### src/rtl/edge_aware_box_blur_defines.svh
// Assertion macros shared by the edge-aware box blur RTL.
`ifndef EDGE_AWARE_BOX_BLUR_DEFINES_SVH
`define EDGE_AWARE_BOX_BLUR_DEFINES_SVH

// The property must hold at every clock edge outside reset.
`define EABB_ASSERT(label, prop, msg) \
  label: assert property (@(posedge clk) disable iff (!rst_n) (prop)) else $error(msg);

// The expression must never be true at a clock edge outside reset.
`define EABB_NEVER(label, expr, msg) \
  label: assert property (@(posedge clk) disable iff (!rst_n) !(expr)) else $error(msg);

`endif

### src/rtl/eabb_pkg.sv
// Package with shared types, constants and register codes of the box blur.
package eabb_pkg;

  localparam int MAX_WIDTH_DEF  = 2048;
  localparam int FIFO_DEPTH_DEF = 8;
  localparam int RESET_WIDTH    = 2048;

  localparam int CFG_W      = 12;
  localparam int CFG_IDX_W  = 2;
  localparam int ROW_W      = 12;
  localparam int IN_ROW_W   = ROW_W + 1;
  localparam int PIX_W      = 24;
  localparam int SUM_W      = 12;

  localparam logic [CFG_IDX_W-1:0] REG_FRAME_WIDTH  = 2'd0;
  localparam logic [CFG_IDX_W-1:0] REG_FRAME_HEIGHT = 2'd1;

  typedef logic [PIX_W-1:0] pix_t;

  typedef struct packed {
    logic emit;
    logic last;
    logic row_lo;
    logic row_hi;
    logic col_lo;
    logic col_hi;
    pix_t pix;
  } issue_t;

  typedef struct packed {
    logic last;
    pix_t pix;
  } result_t;

endpackage

### src/rtl/eabb_out_fifo.sv
// Result queue between the blur pipeline and the output channel.
`include "edge_aware_box_blur_defines.svh"
module eabb_out_fifo #(
  parameter int DEPTH = eabb_pkg::FIFO_DEPTH_DEF
) (
  input  logic                     clk,
  input  logic                     rst_n,
  input  logic                     push,
  input  eabb_pkg::result_t        push_data,
  output logic                     out_tvalid,
  input  logic                     out_tready,
  output logic [eabb_pkg::PIX_W-1:0] out_tdata,
  output logic                     out_tlast
);

  localparam int AW = (DEPTH > 1) ? $clog2(DEPTH) : 1;
  localparam int CNT_W = $clog2(DEPTH + 1);

  eabb_pkg::result_t q_r [DEPTH];
  logic [AW-1:0]     wr_ptr_r, wr_ptr_nxt;
  logic [AW-1:0]     rd_ptr_r, rd_ptr_nxt;
  logic [CNT_W-1:0]  count_r, count_nxt;
  logic              pop;

  assign out_tvalid = (count_r != '0);
  assign pop        = out_tvalid && out_tready;
  assign out_tdata  = q_r[rd_ptr_r].pix;
  assign out_tlast  = q_r[rd_ptr_r].last;

  always_comb begin
    wr_ptr_nxt = wr_ptr_r;
    rd_ptr_nxt = rd_ptr_r;
    count_nxt  = count_r;
    if (push) begin
      wr_ptr_nxt = (wr_ptr_r == AW'(DEPTH - 1)) ? '0 : wr_ptr_r + AW'(1);
      count_nxt  = count_nxt + CNT_W'(1);
    end
    if (pop) begin
      rd_ptr_nxt = (rd_ptr_r == AW'(DEPTH - 1)) ? '0 : rd_ptr_r + AW'(1);
      count_nxt  = count_nxt - CNT_W'(1);
    end
  end

  always_ff @(posedge clk) begin
    if (!rst_n) begin
      wr_ptr_r <= '0;
      rd_ptr_r <= '0;
      count_r  <= '0;
    end else begin
      wr_ptr_r <= wr_ptr_nxt;
      rd_ptr_r <= rd_ptr_nxt;
      count_r  <= count_nxt;
    end
  end

  always_ff @(posedge clk) begin
    if (push) begin
      q_r[wr_ptr_r] <= push_data;
    end
  end

  `EABB_NEVER(a_fifo_overflow, push && !pop && (count_r == CNT_W'(DEPTH)), "result queue overflow")

endmodule

### config.mk
export PLATFORM = sky130hd
export DESIGN_NAME = eabb_out_fifo
export DESIGN_NICKNAME = d
export VERILOG_FILES = /design/src/rtl/eabb_pkg.sv /design/src/rtl/eabb_out_fifo.sv
export VERILOG_INCLUDE_DIRS = /design/src /design/src/rtl
export SDC_FILE = /design/constraint.sdc
export NUM_CORES = 1
export LEC_CHECK = 0
export ABC_AREA = 1
export BUFFER_PORTS_ARGS = -buffer_cell sky130_fd_sc_hd__buf_2
export CORE_MARGIN = 1
export CORE_UTILIZATION = 54
export DETAILED_ROUTE_END_ITERATION = 8
export PLACE_DENSITY = 0.75
export SETUP_SLACK_MARGIN = 0.15
export SLEW_MARGIN = 20
export SYNTH_ARGS = -nofsm -noshare
export SYNTH_HDL_FRONTEND = slang
export SYNTH_SLANG_ARGS = --single-unit
### constraint.sdc
create_clock -name clk -period 2.3 [get_ports clk]
set_input_delay 0.46 -clock clk [delete_from_list [all_inputs] [get_ports clk]]
set_output_delay 0.46 -clock clk [all_outputs]
set_load 0.005 [all_outputs]
==> results.yml <==
status:
  run_status: "finished, violations left"
  violated_checks: "setup timing"
floorplanning:
  core_area_sq_um: 15260
  die-area_sq_um: 16240
  die_h_um: 127.4
  initial_utilization_pct: 55.69
  rows: 45
  fp.dieW_um: 127.4
  ioPinCount: 55
timing:
  finalHoldViolations: 0
  worst_slew_pin_slew_ns: 0.6157
  layout_min_cycle_time_ns: 2.368
  rsz0062_at_grt: "yes"
  max_freq_mhz: 422.2
  fin_tns_setup_ns: -0.07525
  skew_ns: 0.009757
  finalMaxSlewViolations: 0
  post-route-period-util_pct: 103.0
  relSlewSlack_pct: 58.89
  setup_slack_ns: -0.06843
  setup_viol: 2
global_routing:
  grt_util_all_layers_pct: 24.19
  grt_max_degree: 51
  gr-total-overflow: 0
  via_count_of_the_first_global_routing_pass: 5719
  grt_first_pass_wirelength_um: 29740
  antenna_violations_before_repair: 1
yosys:
  ys_dominant_reg_cell: "edfxtp_1"
  synth_enable_flop_cells: 200
  syn-cell-area_sq_um: 8497
  postSynthAreaPerCell_sq_um: 11.92
  largest_cells_by_area_after_synthesis: "edfxtp_1, nor2_1, o21ai_0"
  post_synth_most_frequent_cells: "edfxtp_1, nor2_1, nand2_1"
  post_synth_inst_count: 713
  netlist-cell-type-count: 19
  post_synthesis_register_bit_count: 213
  synth_top_cell_area_share_pct: 70.68
  synthArstFlopShare_pct: 0
  yosysMostFrequentCell: "edfxtp_1"
  synth_area_leader_cell: "edfxtp_1"
  seq_area_frac_synth_pct: 73.74
  total_nets_after_synthesis: 749
  synthesis.yosys.warnings: 0
placement:
  numPlacedInstances: 959
  dp_hpwl_um: 9788
  detailed_place.area_sq_um: 9069
  place_worst_setup_slack_ns: 0.3725
  numPortBuffers: 54
  gp_congestion: 0.7270
critical_path:
  critical-path-slowest-cell: "dfxtp_4"
  crit_family: "buffers and inverters"
  timing_worst_setup_path_type: "reg -> out"
  crit_path_frequent_cell: "nand2_1"
  crit_path_max_incr_delay_ns: 0.39
  nature_of_the_critical_path_endpoint: "output pin"
  timing.critical_path.from_type: "flip-flop"
  critical_path_buf_inv_count: 3
  worst_ep_arrival_time_ns: 1.91
  worst_ep_required_time_ns: 1.84
  critical_path.cell_chain: "buf_4 > clkbuf_16 > o21ai_0 > o21ai_1 > nand2_1 > nand2_1 > buf_2"
  cp_max_fo: 10
clock_network:
  cts.path.max_buffers: 3
  path_clk_slew_ns: 0.06
  clk_root_buffer_cell: "clkbuf_16"
  numCtsBuffers: 21
  cts.htree.levels: 1
  cts_tree: "built"
  clk_latency_ns: 0.49
  cts_num_sinks: 213
detailed_routing:
  drtAntennaViolNets: 0
  drt_first_iter_violations: 634
  route.vias.total: 5801
  avgViaCountPerCell: 5.715
  wirelength_um: 20340
  avgRoutedWirePerCell_um: 20.04
  final_routed_drc_violation_total: 0
  drtPass1Iterations: 6
run:
  cap_viol_max_count: 0
layout:
  finish.cell_count_without_fillers: 1015
  final_layout_size_suffix_gt1_share_pct: 19.93
  multi_input_comb_area_sq_um: 2063
  nets: 827
  fin_area_sq_um: 10210
  syn2layout_area_growth_pct: 20.14
  fin_util_pct: 66.90
  nFillCells: 1022
  final-seq-area_sq_um: 6274
pwr:
  power_density_nw_per_um2: 972.4
  ir_drop_uv: 628.3
  total_leakage_power_nw: 3.705
worst_hold_path:
  hold_path.class: "in -> reg"
[kinds of logic after synthesis]
kind of cell | Yosys count | synth area share, %
buffers and inverters | 56 | 3.372
flip-flops | 213 | 73.74
adder cells (fa/ha/maj) | 7 | 1.031
AND/OR/NAND/NOR | 272 | 12.13
AO/OA/AOI/OAI | 165 | 9.719
[path summary, 6_finish.rpt]
path                      from       endpoint  slack [ns]  cells past startpoint
setup / recovery     flip-flop  out_tdata[20]       -0.07                      7
hold / removal    push_data[8]      q_r[0][8]        0.23                      1
setup reg to reg    count_r[0]     count_r[2]        0.71                      9
hold reg to reg    rd_ptr_r[1]      flip-flop        0.51                      2
[per-stage QoR]
step	power, mW	hold slack, ns
after CTS	9.600	0.2217
after floorplan	5.637	0.4575
after detailed placement	6.276	0.5033
after global placement	6.195	0.4734
after global routing	10.34	0.2340
final	9.927	0.2327
[state kept, by name, indices dropped and copies added, names as in the netlist, named ones only]
| signal | cells |
|---|---|
| count_r | 4 |
| q_r | 200 |
| rd_ptr_r | 3 |
| wr_ptr_r | 3 |
[placed cells by master, fill, tap and decap left out, types with 3 or more instances in the layout]
| cell type | synthesis | routed |
|---|---|---|
| edfxtp_1 | 200 | 200 |
| nor2_1 | 168 | 139 |
| nand2_1 | 98 | 97 |
| o21ai_1 | 76 | 94 |
| o21ai_0 | 82 | 63 |
| buf_2 | 20 | 54 |
| clkbuf_16 | 0 | 28 |
| nor2_2 | 0 | 21 |
| buf_4 | 1 | 17 |
| inv_1 | 14 | 14 |
| dfxtp_1 | 13 | 11 |
| nor2_4 | 0 | 8 |
| a21oi_1 | 7 | 7 |
| ha_1 | 7 | 7 |
| buf_12 | 0 | 7 |
| clkinv_2 | 0 | 5 |
| buf_16 | 0 | 5 |
| nand3_1 | 4 | 4 |
| clkinv_1 | 0 | 3 |
[final cells by class]
type | instances | share of cell area [%]
diodes | 1 | 0.02451
clock buffers | 25 | 5.491
clock inverters | 10 | 0.7354
inverters | 17 | 0.6496
multi-input cells | 444 | 20.21
flip-flops and latches | 213 | 61.45
well taps | 211 | 2.586
repair buffers | 94 | 8.849
[power breakdown]
| part | internal (mW) | leakage (nW) | total [mW] | switching, mW |
|---|---|---|---|---|
| sequential | 4.38 | 1.93 | 4.46 | 0.0790 |
| combinational | 0.930 | 1.46 | 2.26 | 1.33 |
| clock | 1.84 | 0.318 | 3.20 | 1.36 |
[what timing repair did]
item	in CTS	in global routing
setup endpoints to repair	25	25
pin swaps	2	18
hold buffers	0	0
resized for setup	13	51
gates cloned	4	8
setup buffers	3	5
[routing by layer]
layer,track usage (%),part of all wire (%),vias up
met4,9.174,2.9,0
met3,3.518,8.6,58
met5,0,0,-
met2,41.27,50,303
li1,-,-,2647
met1,31.61,39,2793
Power figures use the tool's default switching activity.
