`src/rtl/edge_aware_box_blur_defines.svh`:
```
// Assertion macros shared by the edge-aware box blur RTL.
`ifndef EDGE_AWARE_BOX_BLUR_DEFINES_SVH
`define EDGE_AWARE_BOX_BLUR_DEFINES_SVH

// The property must hold at every clock edge outside reset.
`define EABB_ASSERT(label, prop, msg) \
  label: assert property (@(posedge clk) disable iff (!rst_n) (prop)) else $error(msg);

// The expression must never be true at a clock edge outside reset.
`define EABB_NEVER(label, expr, msg) \
  label: assert property (@(posedge clk) disable iff (!rst_n) !(expr)) else $error(msg);

`endif

```
`src/rtl/eabb_pkg.sv`:
```
// Package with shared types, constants and register codes of the box blur.
package eabb_pkg;

  localparam int MAX_WIDTH_DEF  = 2048;
  localparam int FIFO_DEPTH_DEF = 8;
  localparam int RESET_WIDTH    = 2048;

  localparam int CFG_W      = 12;
  localparam int CFG_IDX_W  = 2;
  localparam int ROW_W      = 12;
  localparam int IN_ROW_W   = ROW_W + 1;
  localparam int PIX_W      = 24;
  localparam int SUM_W      = 12;

  localparam logic [CFG_IDX_W-1:0] REG_FRAME_WIDTH  = 2'd0;
  localparam logic [CFG_IDX_W-1:0] REG_FRAME_HEIGHT = 2'd1;

  typedef logic [PIX_W-1:0] pix_t;

  typedef struct packed {
    logic emit;
    logic last;
    logic row_lo;
    logic row_hi;
    logic col_lo;
    logic col_hi;
    pix_t pix;
  } issue_t;

  typedef struct packed {
    logic last;
    pix_t pix;
  } result_t;

endpackage

```
`src/rtl/eabb_window.sv`:
```
// Line store read-modify-write, 3x3 window, neighbor sums and rounded mean.
`include "edge_aware_box_blur_defines.svh"
module eabb_window #(
  parameter int CW = 11
) (
  input  logic                       clk,
  input  logic                       rst_n,
  input  logic                       iss_v,
  input  eabb_pkg::issue_t           iss,
  input  logic [CW-1:0]              iss_addr,
  output logic [CW-1:0]              mem_rd_addr,
  input  logic [2*eabb_pkg::PIX_W-1:0] mem_rd_data,
  output logic                       mem_wr_en,
  output logic [CW-1:0]              mem_wr_addr,
  output logic [2*eabb_pkg::PIX_W-1:0] mem_wr_data,
  output logic                       push,
  output eabb_pkg::result_t          push_data
);

  localparam int PW = eabb_pkg::PIX_W;
  localparam int SW = eabb_pkg::SUM_W;
  localparam logic [16:0] RECIP_1 = 17'd65536;
  localparam logic [16:0] RECIP_3 = 17'd21846;
  localparam logic [16:0] RECIP_9 = 17'd7282;

  logic                   s1_v_r;
  eabb_pkg::issue_t       s1_r;
  logic [CW-1:0]          s1_addr_r;
  logic                   wr_v_r;
  logic [CW-1:0]          wr_addr_r;
  logic [2*PW-1:0]        wr_data_r;
  logic [2*PW-1:0]        ent;
  eabb_pkg::pix_t         win_r [9];
  logic                   s2_v_r;
  eabb_pkg::issue_t       s2_r;
  logic                   s3_v_r;
  logic                   s3_last_r;
  logic [SW-1:0]          s3_sum_r [3];
  logic [3:0]             s3_n_r;
  logic [1:0]             s3_shift_r;
  logic [16:0]            s3_recip_r;
  logic [SW-1:0]          sum [3];
  logic [2:0]             row_ok, col_ok;
  logic [1:0]             rows, cols;
  logic [3:0]             n_val;
  logic [1:0]             shift_val;
  logic [16:0]            recip_val;
  logic [SW:0]            num [3];
  logic [SW:0]            quo [3];
  logic [29:0]            prod [3];

  assign mem_rd_addr = iss_addr;
  assign ent         = (wr_v_r && (wr_addr_r == s1_addr_r)) ? wr_data_r : mem_rd_data;
  assign mem_wr_en   = s1_v_r;
  assign mem_wr_addr = s1_addr_r;
  assign mem_wr_data = {ent[PW-1:0], s1_r.pix};

  always_ff @(posedge clk) begin
    if (!rst_n) begin
      s1_v_r <= 1'b0;
      wr_v_r <= 1'b0;
      s2_v_r <= 1'b0;
      s3_v_r <= 1'b0;
      for (int i = 0; i < 9; i++) begin
        win_r[i] <= '0;
      end
    end else begin
      s1_v_r <= iss_v;
      wr_v_r <= s1_v_r;
      s2_v_r <= s1_v_r && s1_r.emit;
      s3_v_r <= s2_v_r;
      if (s1_v_r) begin
        for (int r = 0; r < 3; r++) begin
          win_r[r*3]     <= win_r[r*3+1];
          win_r[r*3 + 1] <= win_r[r*3+2];
        end
        win_r[2] <= ent[2*PW-1:PW];
        win_r[5] <= ent[PW-1:0];
        win_r[8] <= s1_r.pix;
      end
    end
  end

  always_ff @(posedge clk) begin
    s1_r       <= iss;
    s1_addr_r  <= iss_addr;
    wr_addr_r  <= s1_addr_r;
    wr_data_r  <= mem_wr_data;
    s2_r       <= s1_r;
    s3_last_r  <= s2_r.last;
    s3_n_r     <= n_val;
    s3_shift_r <= shift_val;
    s3_recip_r <= recip_val;
    for (int ch = 0; ch < 3; ch++) begin
      s3_sum_r[ch] <= sum[ch];
    end
  end

  assign row_ok = {s2_r.row_hi, 1'b1, s2_r.row_lo};
  assign col_ok = {s2_r.col_hi, 1'b1, s2_r.col_lo};
  assign rows   = 2'(row_ok[0]) + 2'(row_ok[1]) + 2'(row_ok[2]);
  assign cols   = 2'(col_ok[0]) + 2'(col_ok[1]) + 2'(col_ok[2]);

  always_comb begin
    for (int ch = 0; ch < 3; ch++) begin
      sum[ch] = '0;
      for (int r = 0; r < 3; r++) begin
        for (int k = 0; k < 3; k++) begin
          if (row_ok[r] && col_ok[k]) begin
            sum[ch] = sum[ch] + SW'(win_r[r*3+k][8*ch +: 8]);
          end
        end
      end
    end
  end

  always_comb begin
    n_val     = 4'(rows) * 4'(cols);
    shift_val = 2'd1 + 2'(rows == 2'd2) + 2'(cols == 2'd2);
    case (2'(rows == 2'd3) + 2'(cols == 2'd3))
      2'd0:    recip_val = RECIP_1;
      2'd1:    recip_val = RECIP_3;
      default: recip_val = RECIP_9;
    endcase
  end

  always_comb begin
    for (int ch = 0; ch < 3; ch++) begin
      num[ch]  = {s3_sum_r[ch], 1'b0} + (SW+1)'(s3_n_r);
      quo[ch]  = num[ch] >> s3_shift_r;
      prod[ch] = {17'd0, quo[ch]} * {13'd0, s3_recip_r};
    end
  end

  assign push           = s3_v_r;
  assign push_data.last = s3_last_r;
  assign push_data.pix  = {prod[2][16 +: 8], prod[1][16 +: 8], prod[0][16 +: 8]};

  `EABB_ASSERT(a_n_legal, s3_v_r |-> (s3_n_r == 4'd1 || s3_n_r == 4'd2 || s3_n_r == 4'd3 || s3_n_r == 4'd4 || s3_n_r == 4'd6 || s3_n_r == 4'd9), "neighbor count outside the legal set")

endmodule

```
`config.mk`:
```
export PLATFORM = sky130hd
export DESIGN_NAME = eabb_window
export DESIGN_NICKNAME = d
export VERILOG_FILES = /design/src/rtl/eabb_pkg.sv /design/src/rtl/eabb_window.sv
export VERILOG_INCLUDE_DIRS = /design/src /design/src/rtl
export SDC_FILE = /design/constraint.sdc
export NUM_CORES = 2
export LEC_CHECK = 0
export ABC_AREA = 1
export BUFFER_PORTS_ARGS = -buffer_cell sky130_fd_sc_hd__buf_2
export CORE_UTILIZATION = 30
export DETAILED_ROUTE_END_ITERATION = 12
export PLACE_DENSITY = 0.55
export SYNTH_ARGS = -nofsm -noshare
export SYNTH_HDL_FRONTEND = slang
export SYNTH_SLANG_ARGS = --single-unit
```
`constraint.sdc`:
```
create_clock -name clk -period 8.49 [get_ports clk]
set_clock_uncertainty 0.05 [all_clocks]
set_input_delay 1.2735 -clock clk [delete_from_list [all_inputs] [get_ports clk]]
set_output_delay 1.2735 -clock clk [all_outputs]
set_load 0.01 [all_outputs]
```
==> run summary <==
- sky130_fd_sc_hd__inv_1 — top-count cell post-synth
- 18.39% — proportion of netlist area held by the largest area contributor
- 7.17 ns — critical path required time
- 42 — total CTS buffers
- 21.56% — layout cells sized above 1
- 4386 — Synth Instances
- sky130_fd_sc_hd__edfxtp_1, sky130_fd_sc_hd__ha_1, sky130_fd_sc_hd__fa_1 — Synth area leaders
- 0.3122% — multiplexer share of the synthesized area
- 9.434% — area fraction in compound gates after synthesis
- built — CTS tree
- 344.9 um — width of the chip
- 0 — Residual DRC
- 0.0003783 V — worst voltage drop across the vdd grid
- sky130_fd_sc_hd__edfxtp_1 — most frequently used flop master after synthesis
- 1303 — Detailed Route Iter0 Violations
- 5 — drt pass-1 iters
- register to primary output — Worst Setup Path Type
- 1.029 ns — transition at the pin with the smallest max-transition slack
- 116400 um^2 — Placeable Area
- 0 — Ant. Diodes
- 0 — number of max-capacitance violations reported
- 14.60 um — average detailed-routed wire length per instance
- 188 — input/output buffers
- 0 — Hold Fails Final Rpt
- completed — outcome
- 0 ns — setup TNS
- 0.60 ns — clock insertion delay at the later pin of the skew report
- sky130_fd_sc_hd__fa_1 — critical path's slowest cell
- col_ok[0]$_DFF_P_ — startpoint of the worst register-to-register path
- 5 — antenna violations before repair
- 0 — remaining global-route overflow
- 92090 um — Post-Route WL
- 0.1197 GHz — Fmax
- 0 — synthesis warning total
- 372 — number of flip-flops and latches in the synthesized netlist
- 5516 — post-layout net count
- 98.41% — final worst-path cycle share
- yes — RSZ-0062 raised after global routing
- sky130_fd_sc_hd__inv_1, sky130_fd_sc_hd__nand2_1, sky130_fd_sc_hd__nor2_1 — top cells by instance count after synthesis
- 42910 um^2 — cell area after layout
- 29.35% — adder and majority cell fraction of the synthesized area
- sky130_fd_sc_hd__edfxtp_1 — area leader, netlist
- 4.073% — fraction of synthesized cell area in xor and xnor cells
- s3_n_r[1]$_DFF_P_ — launching instance or port of the critical path
- 125 — Std-Cell Rows
- 8.040 um^2 — Avg Cell Area, Syn
- 35270 um^2 — post-synthesis cell area
- 3 — top fanout value on the critical path
- 21.29 nW — Static Leak
- sky130_fd_sc_hd__fa_2 — library cell appearing most often on the critical path
- register to register — worst min-delay path category
- 55 — count of distinct cell types in the synthesized netlist
- 27.25% — sequential-to-total area share from yosys stat
- 73160 um — sum of net half-perimeters after detailed placement
- 7.03 ns — CP arrival
- 372 — total clock sinks
- 8.355 ns — minimum clock period
- 0.8704 — RD Place Congestion
- 0 — remaining antenna violation count after routing
- 0% — fraction of registers with async set or reset after synthesis
- 3 — maximum number of buffers from clock root to sink
- 0.06 ns — clock slew at reported path FFs
- 30.31% — initial core utilization
- 0 — final setup vio count
- adder cells — combinational family with the most area after synthesis
- 189 — IO Pins
- 2 — Max H-tree Level
- 4.509 — via-per-instance ratio
- register — nature of the critical path startpoint
- 38620 um^2 — Placed Instance Area
- 323.7 nW/um^2 — P per Cell Area
- 5154 — net count after synthesis
- 216 — count of flip-flops with a built-in enable after synthesis
- 17.43% — simple-gate share of the synthesized area
- 0 — # hold bufs at CTS
- 31.40% — relative slew slack
- 0 — number of max-slew violations in the final report
- 15.23% — overall global routing resource usage
- 0.58 ns — Largest stage delay, worst path
- 344.9 um — die height
- 157 — largest net degree at the start of global routing
- 28.26k — via count of the first global-routing pass
- 36.87% — share of the core filled with cells in the final layout
- 118900 um^2 — Die Area
- 28.43k — total vias in the final route
- s2_r[28]$_DFF_P_ — hold path start
- 21.67% — relative area change from synthesis to final layout
- 145000 um — first-pass GRT wire length
- primary output — endpoint class of the critical path
- sky130_fd_sc_hd__clkbuf_16 — cell chosen for the clock root
==> timing repair <==
action | CTS | global route
setup buffers | 26 | 87
endpoints found under the setup margin | 26 | 44
gates resized for setup | 109 | 454
gates cloned | 0 | 0
pin swaps | 38 | 221
==> final timing paths <==
kind	end	cells past startpoint	slack, ns
min	s3_last_r$_DFF_P_	0	0.28
min reg2reg	s3_last_r$_DFF_P_	0	0.28
max	push_data[13]	30	0.13
max reg2reg	s3_sum_r[0][10]$_DFF_P_	45	0.41
==> cell usage in the layout, fill, tap and decap left out, drive strengths merged, types with 3 or more instances in the layout <==
master    synthesis  layout
a31oi            15      15
nand2           708     708
or2              22      22
o211ai           10      10
o22ai             4       4
clkinv            4      17
nand4            24      24
xor2            119     119
mux2i            11      11
nand3b           15      15
nor2            531     531
o21a              5       5
nor4              6       6
clkinvlp          0       4
and2              3       3
clkbuf           79      50
nor3             26      26
fa              252     252
o21ai           277     277
edfxtp          216     216
nand3           138     138
a211oi            6       6
a21o             15      15
ha              424     424
inv             917     925
xnor2            45      45
bufinv            0       3
o21bai           14      14
a21oi           235     235
dfxtp           156     156
o221ai            3       3
buf              77     474
o31ai            15      15
a22o              3       3
a21boi            4       4
==> per-layer routing <==
layer / global-route usage, % / vias to the layer above / part of all wire, %
met2: 25.48 / 472 / 46
met4: 3.359 / 2 / 1.8
met3: 1.841 / 94 / 3.5
met5: 0 / - / 0.014
met1: 20.92 / 13340 / 48
li1: - / 14530 / -
==> sequential cells by signal, indices dropped and copies added, names as in the netlist, 2 cells and up <==
register / cells
col_ok: 2
mem_wr_addr: 11
mem_wr_data: 24
row_ok: 2
s1_r: 6
s3_n_r: 4
s3_recip_r: 4
s3_shift_r: 2
s3_sum_r: 36
win_r: 216
wr_addr_r: 11
wr_data_r: 48
==> cell type report <==
cell class	instances	area (um^2)
Fill cell	12110	73460
Multi-Input combinational cell	2937	23340
Sequential cell	372	9625
Inverter	921	3462
Timing Repair Buffer	474	3142
Tap cell	1524	1907
Clock buffer	50	1134
Clock inverter	28	296.5
==> worst max-delay path, delay by kind of cell (launching register included) <==
family,cells,cell delay (ns)
buf+inv,5,0.50
flops,1,0.39
simple gates,9,0.92
fa+ha+maj,8,3.31
compound gates,6,0.96
xor+xnor,2,0.35
==> metrics by stage <==
step                std cells  hold slack [ns]  total power [W]  setup WS, ns
CTS                      6219           0.2853          0.01283     0.0003766
global placement         6115           0.2679          0.01040       -0.1345
floorplan                4386           0.2596         0.007996       0.05566
global route             6306           0.2960          0.01537       -0.2700
finish                   6306           0.2830          0.01389        0.1348
detailed placement       6115           0.2689          0.01049       -0.2209
==> report_power, final <==
group          switching (W)  internal [W]  total (W)  leakage (nW)
clock network       0.000833       0.00107    0.00190         0.696
logic                0.00557       0.00419    0.00976          17.0
registers           0.000139       0.00209    0.00222          3.59
==> cells by family (layout without fill, tap and decap cells) <==
kind of cell | after synthesis | count (layout)
AOI/OAI and AO/OA | 613 | 613
xor gates and xnor gates | 164 | 164
adders and majority gates | 676 | 676
buffers and inverters | 1077 | 1473
DFF | 372 | 372
muxes | 11 | 11
and+or+nand+nor | 1473 | 1473
Note: power is estimated with default switching activity, not from simulation.
