<file path="src/rtl/edge_aware_box_blur_defines.svh">
// Assertion macros shared by the edge-aware box blur RTL.
`ifndef EDGE_AWARE_BOX_BLUR_DEFINES_SVH
`define EDGE_AWARE_BOX_BLUR_DEFINES_SVH

// The property must hold at every clock edge outside reset.
`define EABB_ASSERT(label, prop, msg) \
  label: assert property (@(posedge clk) disable iff (!rst_n) (prop)) else $error(msg);

// The expression must never be true at a clock edge outside reset.
`define EABB_NEVER(label, expr, msg) \
  label: assert property (@(posedge clk) disable iff (!rst_n) !(expr)) else $error(msg);

`endif

</file>
<file path="src/rtl/eabb_pkg.sv">
// Package with shared types, constants and register codes of the box blur.
package eabb_pkg;

  localparam int MAX_WIDTH_DEF  = 2048;
  localparam int FIFO_DEPTH_DEF = 8;
  localparam int RESET_WIDTH    = 2048;

  localparam int CFG_W      = 12;
  localparam int CFG_IDX_W  = 2;
  localparam int ROW_W      = 12;
  localparam int IN_ROW_W   = ROW_W + 1;
  localparam int PIX_W      = 24;
  localparam int SUM_W      = 12;

  localparam logic [CFG_IDX_W-1:0] REG_FRAME_WIDTH  = 2'd0;
  localparam logic [CFG_IDX_W-1:0] REG_FRAME_HEIGHT = 2'd1;

  typedef logic [PIX_W-1:0] pix_t;

  typedef struct packed {
    logic emit;
    logic last;
    logic row_lo;
    logic row_hi;
    logic col_lo;
    logic col_hi;
    pix_t pix;
  } issue_t;

  typedef struct packed {
    logic last;
    pix_t pix;
  } result_t;

endpackage

</file>
<file path="src/rtl/eabb_seq.sv">
// Frame sequencer: configuration, position counters, item intake and result credits.
`include "edge_aware_box_blur_defines.svh"
module eabb_seq #(
  parameter int MAX_WIDTH  = eabb_pkg::MAX_WIDTH_DEF,
  parameter int FIFO_DEPTH = eabb_pkg::FIFO_DEPTH_DEF,
  parameter int CW         = 11
) (
  input  logic                           clk,
  input  logic                           rst_n,
  input  logic                           cfg_we,
  input  logic [eabb_pkg::CFG_IDX_W-1:0] cfg_index,
  input  logic [eabb_pkg::CFG_W-1:0]     cfg_wdata,
  input  logic                           in_tvalid,
  output logic                           in_tready,
  input  logic [eabb_pkg::PIX_W-1:0]     in_tdata,
  input  logic                           in_tuser,
  input  logic                           pop,
  output logic                           iss_v,
  output eabb_pkg::issue_t               iss,
  output logic [CW-1:0]                  iss_addr
);

  localparam int CNT_W = $clog2(FIFO_DEPTH + 1);
  localparam int W_RST = (eabb_pkg::RESET_WIDTH > MAX_WIDTH) ? MAX_WIDTH : eabb_pkg::RESET_WIDTH;
  localparam logic [CW-1:0] WM1_RST = CW'(W_RST - 1);

  logic [CW-1:0]                   wm1_r, wm1_nxt;
  logic [eabb_pkg::ROW_W-1:0]      hm1_r, hm1_nxt;
  logic [CW-1:0]                   in_col_r, in_col_nxt;
  logic [eabb_pkg::IN_ROW_W-1:0]   in_row_r, in_row_nxt;
  logic [CW-1:0]                   out_col_r, out_col_nxt;
  logic [eabb_pkg::ROW_W-1:0]      out_row_r, out_row_nxt;
  logic [CNT_W-1:0]                cnt_r, cnt_nxt;
  logic                            acc, in_frame, ign, emit, last, take, frame_end;

  assign in_tready = (cnt_r < CNT_W'(FIFO_DEPTH));
  assign acc       = in_tvalid && in_tready;
  assign in_frame  = (in_row_r <= eabb_pkg::IN_ROW_W'(hm1_r));
  assign ign       = in_frame && in_tuser;
  assign take      = acc && !ign;
  assign emit      = (in_row_r >= eabb_pkg::IN_ROW_W'(2)) ||
                     ((in_row_r == eabb_pkg::IN_ROW_W'(1)) && (in_col_r != '0));
  assign last      = (out_row_r >= hm1_r) && (out_col_r >= wm1_r);
  assign frame_end = take && emit && last;

  always_comb begin
    wm1_nxt     = wm1_r;
    hm1_nxt     = hm1_r;
    in_col_nxt  = in_col_r;
    in_row_nxt  = in_row_r;
    out_col_nxt = out_col_r;
    out_row_nxt = out_row_r;
    if (take) begin
      if (in_col_r >= wm1_r) begin
        in_col_nxt = '0;
        in_row_nxt = in_row_r + eabb_pkg::IN_ROW_W'(1);
      end else begin
        in_col_nxt = in_col_r + CW'(1);
      end
      if (emit) begin
        if (out_col_r >= wm1_r) begin
          out_col_nxt = '0;
          out_row_nxt = out_row_r + eabb_pkg::ROW_W'(1);
        end else begin
          out_col_nxt = out_col_r + CW'(1);
        end
      end
      if (frame_end) begin
        in_col_nxt  = '0;
        in_row_nxt  = '0;
        out_col_nxt = '0;
        out_row_nxt = '0;
      end
    end
    if (cfg_we) begin
      unique case (cfg_index)
        eabb_pkg::REG_FRAME_WIDTH: begin
          if (cfg_wdata == '0) begin
            wm1_nxt = '0;
          end else if (int'(cfg_wdata) > MAX_WIDTH) begin
            wm1_nxt = CW'(MAX_WIDTH - 1);
          end else begin
            wm1_nxt = CW'(cfg_wdata - eabb_pkg::CFG_W'(1));
          end
          in_col_nxt  = '0;
          in_row_nxt  = '0;
          out_col_nxt = '0;
          out_row_nxt = '0;
        end
        eabb_pkg::REG_FRAME_HEIGHT: begin
          hm1_nxt     = (cfg_wdata == '0) ? '0 : (cfg_wdata - eabb_pkg::CFG_W'(1));
          in_col_nxt  = '0;
          in_row_nxt  = '0;
          out_col_nxt = '0;
          out_row_nxt = '0;
        end
        default: begin
        end
      endcase
    end
  end

  always_comb begin
    cnt_nxt = cnt_r;
    if (take && emit) begin
      cnt_nxt = cnt_nxt + CNT_W'(1);
    end
    if (pop) begin
      cnt_nxt = cnt_nxt - CNT_W'(1);
    end
  end

  always_ff @(posedge clk) begin
    if (!rst_n) begin
      wm1_r     <= WM1_RST;
      hm1_r     <= '0;
      in_col_r  <= '0;
      in_row_r  <= '0;
      out_col_r <= '0;
      out_row_r <= '0;
      cnt_r     <= '0;
    end else begin
      wm1_r     <= wm1_nxt;
      hm1_r     <= hm1_nxt;
      in_col_r  <= in_col_nxt;
      in_row_r  <= in_row_nxt;
      out_col_r <= out_col_nxt;
      out_row_r <= out_row_nxt;
      cnt_r     <= cnt_nxt;
    end
  end

  assign iss_v      = take;
  assign iss_addr   = in_col_r;
  assign iss.emit   = emit;
  assign iss.last   = last;
  assign iss.row_lo = (out_row_r != '0);
  assign iss.row_hi = (out_row_r < hm1_r);
  assign iss.col_lo = (out_col_r != '0);
  assign iss.col_hi = (out_col_r < wm1_r);
  assign iss.pix    = in_frame ? in_tdata : '0;

  `EABB_ASSERT(a_credit_bound, cnt_r <= CNT_W'(FIFO_DEPTH), "result credit count overran the queue depth")
  `EABB_ASSERT(a_restart_on_last, frame_end && !cfg_we |=> (in_row_r == '0) && (out_row_r == '0), "frame did not restart after its final result")
  `EABB_NEVER(a_col_in_range, in_col_r > wm1_r, "input column beyond line width")

endmodule

</file>
<file path="config.mk">
export PLATFORM = sky130hd
export DESIGN_NAME = eabb_seq
export DESIGN_NICKNAME = d
export VERILOG_FILES = /design/src/rtl/eabb_pkg.sv /design/src/rtl/eabb_seq.sv
export VERILOG_INCLUDE_DIRS = /design/src /design/src/rtl
export SDC_FILE = /design/constraint.sdc
export NUM_CORES = 1
export LEC_CHECK = 0
export BUFFER_PORTS_ARGS = -buffer_cell sky130_fd_sc_hd__buf_4
export CAP_MARGIN = 20
export CORE_MARGIN = 1
export CORE_UTILIZATION = 45
export DETAILED_ROUTE_END_ITERATION = 8
export GPL_TIMING_DRIVEN = 1
export PLACE_DENSITY = 0.66
export SKIP_LAST_GASP = 1
export SYNTH_ARGS = -nofsm -noshare
export SYNTH_HDL_FRONTEND = slang
export SYNTH_SLANG_ARGS = --single-unit
</file>
<file path="constraint.sdc">
create_clock -name clk -period 3.7 [get_ports clk]
set_clock_uncertainty 0.1 [all_clocks]
set_input_delay 0.37 -clock clk [delete_from_list [all_inputs] [get_ports clk]]
set_output_delay 0.37 -clock clk [all_outputs]
set_load 0.005 [all_outputs]
</file>
==> results.json, run 1 <==
{
  "min-delay-path-class": "primary input to flip-flop",
  "grt_max_degree": 25,
  "ctsResizeCount": 0,
  "port_buffers": 86,
  "vias_per_cell": 5.62,
  "start_util_pct": 46.3,
  "cts_tree": "built",
  "setup_tns_ns": 0,
  "drt_wl_total_um": 13500,
  "cap_viol_max_count": 0,
  "post-place-ws_ns": 0.560,
  "ys.flop_type": "dfxtp_1",
  "layout.area.seq_um2": 1480,
  "row_count": 38,
  "post_cts_buffers": 0,
  "fin_crit_ns": 3.25,
  "cp_data_arrival_time_ns": 2.78,
  "place.gp.congestion": 0.893,
  "clockRootBuffer": "clkbuf_8",
  "synth_seq_cells": 74,
  "nets": 799,
  "multi_input_area_um2": 3290,
  "synth_edf_count": 0,
  "overflow": 0,
  "setup_viol": 0,
  "placed_cell_area_um2": 5790,
  "clkSinkCount": 74,
  "finalCritPeriodShare_pct": 87.9,
  "fmax_mhz": 308,
  "clockBufferDepth": 2,
  "drc": 0,
  "synth.avg_cell_area_um2": 8.17,
  "first_pass_iters": 5,
  "fin_cells": 842,
  "synthTopCellsByCount": "dfxtp_1 (74), nor2_1 (69), ha_1 (58)",
  "yosysSeqAreaShare_pct": 29.5,
  "dp_cells": 826,
  "core-area_um2": 10800,
  "power.leakage_nw": 2.61,
  "nFillCells": 1049,
  "totalPowerFinal_mw": 1.83,
  "antenna_found_initial": 0,
  "power_switching_mw": 0.512,
  "io_pins": 87,
  "yosys.area.top_type_share_pct": 29.5,
  "grtUsageTotal_pct": 24.1,
  "startpoint_type": "flip-flop",
  "synthArstFlopShare_pct": 0,
  "dp_hpwl_um": 10500,
  "dieWidth_um": 108,
  "yosys-top-cells-area": "dfxtp_1 (29%), ha_1 (14%), nor2_1 (5.2%)",
  "synth.largest_area_cell": "dfxtp_1",
  "crit_required_ns": 3.23,
  "syn_nets": 717,
  "drive_above_1_share_pct": 17.7,
  "p_seq_share_pct": 44.9,
  "crit_type": "flip-flop to primary output",
  "synth_most_common_cell": "dfxtp_1",
  "grt_pass1_wl_um": 21600,
  "tightest_slew_ns": 0.893,
  "clock_latency_ns": 0.37,
  "drt-initial-drc-count": 377,
  "synth_area_um2": 5020,
  "wl_per_cell_um": 16.0,
  "htreeDepth": 3,
  "synth_warnings": 0,
  "die_y_um": 108,
  "worst_slack_ns": 0.448,
  "synthCells": 615,
  "endpoint_kind": "primary output",
  "ys_types": 67,
  "peakVddDrop_v": 0.000264,
  "status": "finished clean",
  "num_vias": 4730,
  "die_area_um2": 11600,
  "grt_pass1_vias": 4384,
  "fin_area_um2": 5990,
  "cts_inserted_buffers": 9,
  "critPathMaxFanout": 19,
  "pwr-share-clk_pct": 35.9,
  "cts.clk_slew.worst_paths_ns": 0.08,
  "syn_to_final_growth_pct": 19.3,
  "n_antenna_cell": 0,
  "powerDensity_nw_per_um2": 306,
  "antenna_left": 0,
  "slew_headroom_pct": 39.7,
  "rsz0062_at_grt": "false",
  "drv_slew": 0,
  "final_hold_viol_count": 0,
  "switching_share_pct": 27.9,
  "ctsHoldBuffers": 0,
  "intPower_mw": 1.32,
  "p_comb_share_pct": 19.2
}
final cells by class:
cell class	count	area share [%]
multi-input combinational	478	54.8
timing repair buffer	90	11.3
inverter	44	2.84
tap	140	2.92
clock buffer	11	2.53
sequential	74	24.7
clock inverter	5	0.877
cell usage in the layout (no fill, tap or decap), drive strengths merged, types with 12 or more instances in the layout:
cell,n
xnor2,16
ha,58
nand2,37
inv,44
dfxtp,74
and3,12
xor2,25
nor2b,31
nor2,69
buf,90
nand4,23
a21oi,43
o21ai,34
nand3,19
worst paths after layout:
path,startpoint,to,slack (ns),cells past startpoint
worst max-delay path,hm1_r[10],iss_v,0.45,8
worst min-delay path,rst_n,wm1_r[8],0.18,2
worst max register to register,in_row_r[1],iss_addr[5],0.49,8
worst min register to register,wm1_r[9],wm1_r[9],0.41,2
logic make-up after synthesis:
| kind of cell | after synthesis | share of synthesized area [%] |
|---|---|---|
| flops | 74 | 29.5 |
| mux | 2 | 0.423 |
| compound gates | 130 | 16.9 |
| fa+ha+maj | 58 | 14.4 |
| simple gates | 247 | 26.5 |
| xor+xnor | 41 | 7.15 |
| buf+inv | 63 | 5.08 |
power by group through the flow:
stage,clock network (mW),logic [mW],registers (mW)
detailed placement,0,0.351,0.841
CTS,0.671,0.353,0.823
finish,0.658,0.353,0.823
global route,0.708,0.388,0.825
floorplan,0,0.189,0.838
global placement,0,0.343,0.841
worst max-delay path: stages (launching register included):
cell	delay, ns
dfxtp_1	0.32
inv_1	0.08
ha_1	0.36
a21o_1	0.18
a211oi_1	0.38
o21ai_2	0.18
o31ai_4	0.55
inv_6	0.18
buf_4	0.19
per-stage QoR:
step,utilization (%),hold slack [ns]
after global placement,53.4,0.393
after floorplan,-,0.339
final,55.3,0.180
after CTS,55.3,0.172
after detailed placement,53.4,0.391
after global routing,55.3,0.176
per-layer routing:
layer	wire length [um]	track usage [%]
met1	6200	30.6
met2	6280	39.8
met3	667	5.45
met4	327	8.41
met5	0	0
state kept, by name, summed over array words and instances, names as in the netlist:
name	flops
in_row_r	13
iss_addr	11
cnt_r	4
out_row_r	12
wm1_r	11
hm1_r	12
out_col_r	11
Note: power is estimated with default switching activity, not from simulation.
==> run 2: changes to the inputs <==
ABC_AREA = 1   (was default)
CAP_MARGIN = default   (was 20)
CORE_MARGIN = 2   (was 1)
==> run 2 against run 1 <==
  * Register-to-register slack gained 0.56 ns
  * Global-route usage shrank 0.75 points
  * Sequential share of layout area shrank 1.0 points
  * Clock power grew 34%
  * Synthesized area grew 4.2%
  * Cell count grew 17%
  * Die area grew 7.9%
  * Maximum frequency grew 14%
  * Critical path depth grew 2
  * Sequential cell count is the same
  * Critical path type unchanged
  * Highest routed layer unchanged
==> results.json, run 2 <==
{
  "peakVddDrop_v": 0.000304,
  "drv_slew": 0,
  "largest_register_ffs": 13,
  "n_antenna_cell": 0,
  "post-place-ws_ns": 1.10,
  "startpoint": "hm1_r[11]",
  "grtUsageTotal_pct": 23.4,
  "critPathMaxFanout": 24,
  "finalCritPeriodShare_pct": 77.1,
  "yosysSeqAreaShare_pct": 28.3,
  "cts_tree": "built",
  "drc": 0,
  "synth_area_um2": 5230,
  "ys.flop_type": "dfxtp_1",
  "min-delay-path-class": "primary input to flip-flop",
  "crit_required_ns": 3.23,
  "rr_startpoint": "hm1_r[11]",
  "num_vias": 5117,
  "hold_path_startpoint": "pop",
  "htreeDepth": 3,
  "dieWidth_um": 112,
  "setup_viol": 0,
  "overflow": 0,
  "core-area_um2": 11400,
  "row_count": 39,
  "grt_max_degree": 25,
  "cap_viol_max_count": 0,
  "dp_hpwl_um": 11300,
  "top_usage_layer": "met2",
  "pwr-share-clk_pct": 43.1,
  "syn_to_final_growth_pct": 19.4,
  "grt_pass1_wl_um": 23700,
  "cp_data_arrival_time_ns": 2.38,
  "start_util_pct": 46.0,
  "reg.largest.list": "in_row_r: 13 flops, hm1_r: 12 flops, out_row_r: 12 flops",
  "layout_common_cells": "nand2_1 (132), inv_1 (127), nor2_1 (86), buf_4 (86), dfxtp_1 (74)",
  "synth_edf_count": 0,
  "setup_tns_ns": 0,
  "die_area_um2": 12500,
  "clockBufferDepth": 2,
  "cts_inserted_buffers": 9,
  "startpoint_type": "flip-flop",
  "synth.avg_cell_area_um2": 6.93,
  "post_cts_buffers": 0,
  "fmax_mhz": 351,
  "final_common_cell": "nand2_1",
  "ctsHoldBuffers": 0,
  "crit_chain": "inv_1 > ha_1 > nand4_2 > nor2_2 > nand2_1 > nand2_1 > nand2_2 > inv_1 > nor2_1 > buf_4",
  "die_y_um": 112,
  "fin_crit_ns": 2.85,
  "clock_latency_ns": 0.34,
  "endpoint_kind": "primary output",
  "vias_per_cell": 5.19,
  "final_hold_viol_count": 0,
  "port_buffers": 86,
  "cts.clk_slew.worst_paths_ns": 0.05,
  "grt_use_met1_pct": 29.1,
  "switching_share_pct": 26.3,
  "placed_cell_area_um2": 5950,
  "place.gp.congestion": 0.874,
  "ctsResizeCount": 0,
  "fin_area_um2": 6250,
  "drive_above_1_share_pct": 17.4,
  "slowest_stage": "inv_1",
  "largest-register": "in_row_r",
  "grtUsageMet2_pct": 39.2,
  "p_seq_share_pct": 40.3,
  "power_switching_mw": 0.537,
  "synthTopCellsByCount": "nand2_1 (132), inv_1 (127), nor2_1 (86)",
  "tightest_slew_ns": 0.781,
  "met3_usage_pct": 5.17,
  "clockRootBuffer": "clkbuf_16",
  "powerDensity_nw_per_um2": 326,
  "p_comb_share_pct": 16.5,
  "cp_slowest_stage_delay_ns": 0.50,
  "intPower_mw": 1.50,
  "synth_warnings": 0,
  "syn_nets": 857,
  "first_pass_iters": 4,
  "antenna_found_initial": 0,
  "rsz0062_at_grt": "false",
  "yosys.area.top_type_share_pct": 28.3,
  "worst_slack_ns": 0.848,
  "drt_wl_total_um": 14200,
  "slew_headroom_pct": 47.8,
  "synthCells": 755,
  "yosys-top-cells-area": "dfxtp_1 (28%), ha_1 (14%), nand2_1 (9.5%)",
  "crit_type": "flip-flop to primary output",
  "nets": 940,
  "antenna_left": 0,
  "wl_per_cell_um": 14.4,
  "status": "finished clean",
  "drt-initial-drc-count": 273,
  "power.leakage_nw": 2.89,
  "synth_most_common_cell": "nand2_1",
  "synth_seq_cells": 74,
  "ys_types": 44,
  "synth.largest_area_cell": "dfxtp_1",
  "io_pins": 87,
  "grt_pass1_vias": 5055,
  "clkSinkCount": 74,
  "synthArstFlopShare_pct": 0
}
run 2: routing by layer:
metal  vias to the layer above  share of wire (%)  routed length [um]
met4                         0                2.7                 388
met1                      2345                 45                6350
met2                       115                 48                6790
li1                       2634                  -                   -
met3                        23                4.9                 694
met5                         -                  0                   0
run 2: worst max-delay path, delay by kind of cell (launching register included):
family	cells	cell delay [ns]
adders and majority gates	1	0.33
DFF	1	0.34
and+or+nand+nor	6	0.63
buffers and inverters	3	0.74
run 2: worst paths after layout:
kind,to,slack [ns],cells after the start
setup / recovery,iss[13],0.85,10
hold / removal,cnt_r[1],0.20,3
setup reg to reg,iss_addr[9],1.05,13
hold reg to reg,hm1_r[5],0.37,2
run 2: stage by stage:
step	total power, mW	std cells	util [%]	hold slack, ns
finish	2.04	986	55.0	0.198
global route	2.13	986	55.0	0.202
CTS	2.06	986	55.0	0.182
detailed placement	1.18	970	52.3	0.356
global placement	1.17	970	52.3	0.357
floorplan	1.03	755	-	0.345
run 2: layout make-up:
| cell class | instances | area (um^2) |
|---|---|---|
| Sequential cell | 74 | 1480 |
| Clock inverter | 4 | 51.3 |
| Fill cell | 1100 | 5120 |
| Inverter | 137 | 514 |
| Multi-Input combinational cell | 530 | 3130 |
| Tap cell | 143 | 179 |
| Clock buffer | 12 | 246 |
| Timing Repair Buffer | 86 | 646 |
run 2: cell families after synthesis:
kind of cell | synth area share, %
flops | 28.3
simple gates | 29.1
fa+ha+maj | 13.9
compound gates | 13.8
buf+inv | 11.9
xor+xnor | 3.01
run 2: power groups by stage:
stage | sequential (mW) | combinational [mW] | clock (mW)
final | 0.822 | 0.337 | 0.879
after global routing | 0.823 | 0.379 | 0.930
after CTS | 0.822 | 0.340 | 0.900
after detailed placement | 0.839 | 0.338 | 0
after global placement | 0.839 | 0.331 | 0
after floorplan | 0.837 | 0.190 | 0
==> run 3: changes to the inputs <==
PLACE_DENSITY = 0.69   (was 0.66)
clock period = 2.5 ns   (was 3.7 ns; I/O delays follow)
==> run 3 against run 2 <==
  * Via count is 3.8% higher
  * Non-clock buffer count is 29 higher
  * First-iteration DRC count is 5.5% lower
  * Critical endpoint is now in_row_r[7]
  * Largest cell class unchanged
  * Highest routed layer unchanged
==> results.json, run 3 (same netlist as run 2, synthesis figures left out) <==
{
  "slew_headroom_pct": 55.0,
  "cts_inserted_buffers": 9,
  "num_vias": 5314,
  "final_common_cell": "nand2_1",
  "largest-register": "in_row_r",
  "tightest_slew_ns": 0.672,
  "start_util_pct": 46.0,
  "clockRootBuffer": "clkbuf_16",
  "rsz0062_at_grt": "true",
  "status": "finished clean",
  "vias_per_cell": 5.22,
  "drv_slew": 0,
  "syn_to_final_growth_pct": 29.8,
  "startpoint_type": "flip-flop",
  "wl_per_cell_um": 14.2,
  "setup_viol": 0,
  "grtUsageTotal_pct": 22.5,
  "hold_path_startpoint": "pop",
  "fin_area_um2": 6790,
  "crit_chain": "inv_2 > ha_4 > nand2_2 > inv_2 > nand3_2 > nor2_2 > nand2_1 > nand2_1 > nand2_2 > nand2_4 > nand3_4 > buf_6 > nor2_4 > buf_12 > nor2_4 > o21ai_0 > a21oi_1",
  "drt-initial-drc-count": 258,
  "fmax_mhz": 414,
  "p_seq_share_pct": 38.0,
  "nets": 972,
  "power.leakage_nw": 3.14,
  "dp_cells": 990,
  "port_buffers": 86,
  "endpoint_kind": "flip-flop",
  "reg.largest.list": "in_row_r: 13 flops, hm1_r: 12 flops, out_row_r: 12 flops",
  "grt_pass1_wl_um": 23100,
  "layout.area.seq_um2": 1490,
  "startpoint": "hm1_r[8]",
  "cp.buffers_inverters": 4,
  "cp_data_arrival_time_ns": 2.55,
  "crit_required_ns": 2.63,
  "nFillCells": 1003,
  "clkSinkCount": 74,
  "final_hold_viol_count": 0,
  "pwr-share-clk_pct": 44.2,
  "grt_pass1_vias": 5089,
  "switching_share_pct": 26.7,
  "placed_cell_area_um2": 6110,
  "fin_cells": 1018,
  "power_switching_mw": 0.858,
  "finalCritPeriodShare_pct": 96.6,
  "cp_top_family": "simple AND/OR/NAND/NOR gates",
  "intPower_mw": 2.35,
  "min-delay-path-class": "primary input to flip-flop",
  "clock_latency_ns": 0.35,
  "multi_input_area_um2": 3360,
  "drt_wl_total_um": 14500,
  "drc": 0,
  "crit_type": "flip-flop to flip-flop",
  "first_pass_iters": 5,
  "layout_common_cells": "nand2_1 (123), inv_1 (114), buf_4 (109), nor2_1 (81), dfxtp_1 (67)",
  "drive_above_1_share_pct": 26.1,
  "antenna_left": 0,
  "die_area_um2": 12500,
  "cts.clk_slew.worst_paths_ns": 0.06,
  "cap_viol_max_count": 0,
  "core-area_um2": 11400,
  "die_y_um": 112,
  "p_comb_share_pct": 17.9,
  "rr_startpoint": "hm1_r[8]",
  "critPathMaxFanout": 6,
  "fin_crit_ns": 2.41,
  "clockBufferDepth": 2,
  "slowest_stage": "dfxtp_2",
  "dp_hpwl_um": 11200,
  "row_count": 39,
  "antenna_found_initial": 0,
  "grt_max_degree": 25,
  "dieWidth_um": 112,
  "io_pins": 87,
  "place.gp.congestion": 0.911,
  "peakVddDrop_v": 0.000335,
  "largest_register_ffs": 13,
  "cp_slowest_stage_delay_ns": 0.34,
  "cts_tree": "built",
  "powerDensity_nw_per_um2": 473,
  "overflow": 0,
  "n_antenna_cell": 0,
  "htreeDepth": 3
}
## run 3: changes by cell type in the layout (fill, tap and decap cells not counted), moves of 4 or more
cell and change:
buf_4 +23, dfxtp_1 -7, dfxtp_2 +7, ha_1 -8, ha_4 +8, inv_1 -13
inv_2 +11, nand2_1 -9, nand2_4 +7, nor2_1 -5, nor2_2 +4, o21ai_0 -5
o21ai_1 +4
## run 3: final cells by class
type	instances	share of cell area [%]
Tap cell	143	2.63
Sequential cell	74	21.9
Timing Repair Buffer	115	13.4
Inverter	137	7.74
Multi-Input combinational cell	533	49.4
Clock buffer	9	3.32
Clock inverter	7	1.51
## run 3: final timing paths
kind | end | slack (ns) | cells past startpoint
worst max register to register | in_row_r[7] | 0.09 | 17
worst max-delay path | in_row_r[7] | 0.09 | 17
worst min register to register | hm1_r[9] | 0.37 | 2
worst min-delay path | cnt_r[1] | 0.06 | 3
## run 3: through the flow
step	setup slack (ns)	hold slack (ns)	setup TNS [ns]	power, mW	util [%]
CTS	0.0140	0.0402	0	3.19	56.7
floorplan	0.246	0.267	0	1.52	-
global placement	0.122	0.356	0	1.75	53.8
global route	-0.108	0.0668	-1.02	3.34	59.7
finish	0.0855	0.0595	0	3.21	59.7
detailed placement	0.0545	0.355	0	1.76	53.8
## run 3: layer usage
metal / vias up / GRT usage, % / share of wire, %
met4: 0 / 8.81 / 2.5
li1: 2694 / - / -
met5: - / 0 / 0
met3: 24 / 5.23 / 5.9
met1: 2444 / 26.1 / 42
met2: 152 / 40.2 / 50
## run 3: timing repair
| action | 4_1_cts | 5_1_grt |
|---|---|---|
| hold buffers | 0 | 0 |
| gates resized for setup | 1 | 68 |
| pin swaps | 0 | 13 |
| gates cloned | 0 | 3 |
| setup endpoints to repair | 1 | 67 |
| setup buffers | 0 | 9 |
## run 3: tightest hold or removal path: stages
cell     delay [ns]
buf_4          0.11
o21ai_0        0.08
inv_1          0.04
## run 3: power groups by stage
stage | Clock, mW | Combinational (mW) | Sequential, mW
floorplan | 0 | 0.280 | 1.24
global placement | 0 | 0.507 | 1.24
detailed placement | 0 | 0.518 | 1.24
CTS | 1.46 | 0.521 | 1.22
global route | 1.49 | 0.636 | 1.22
finish | 1.42 | 0.574 | 1.22
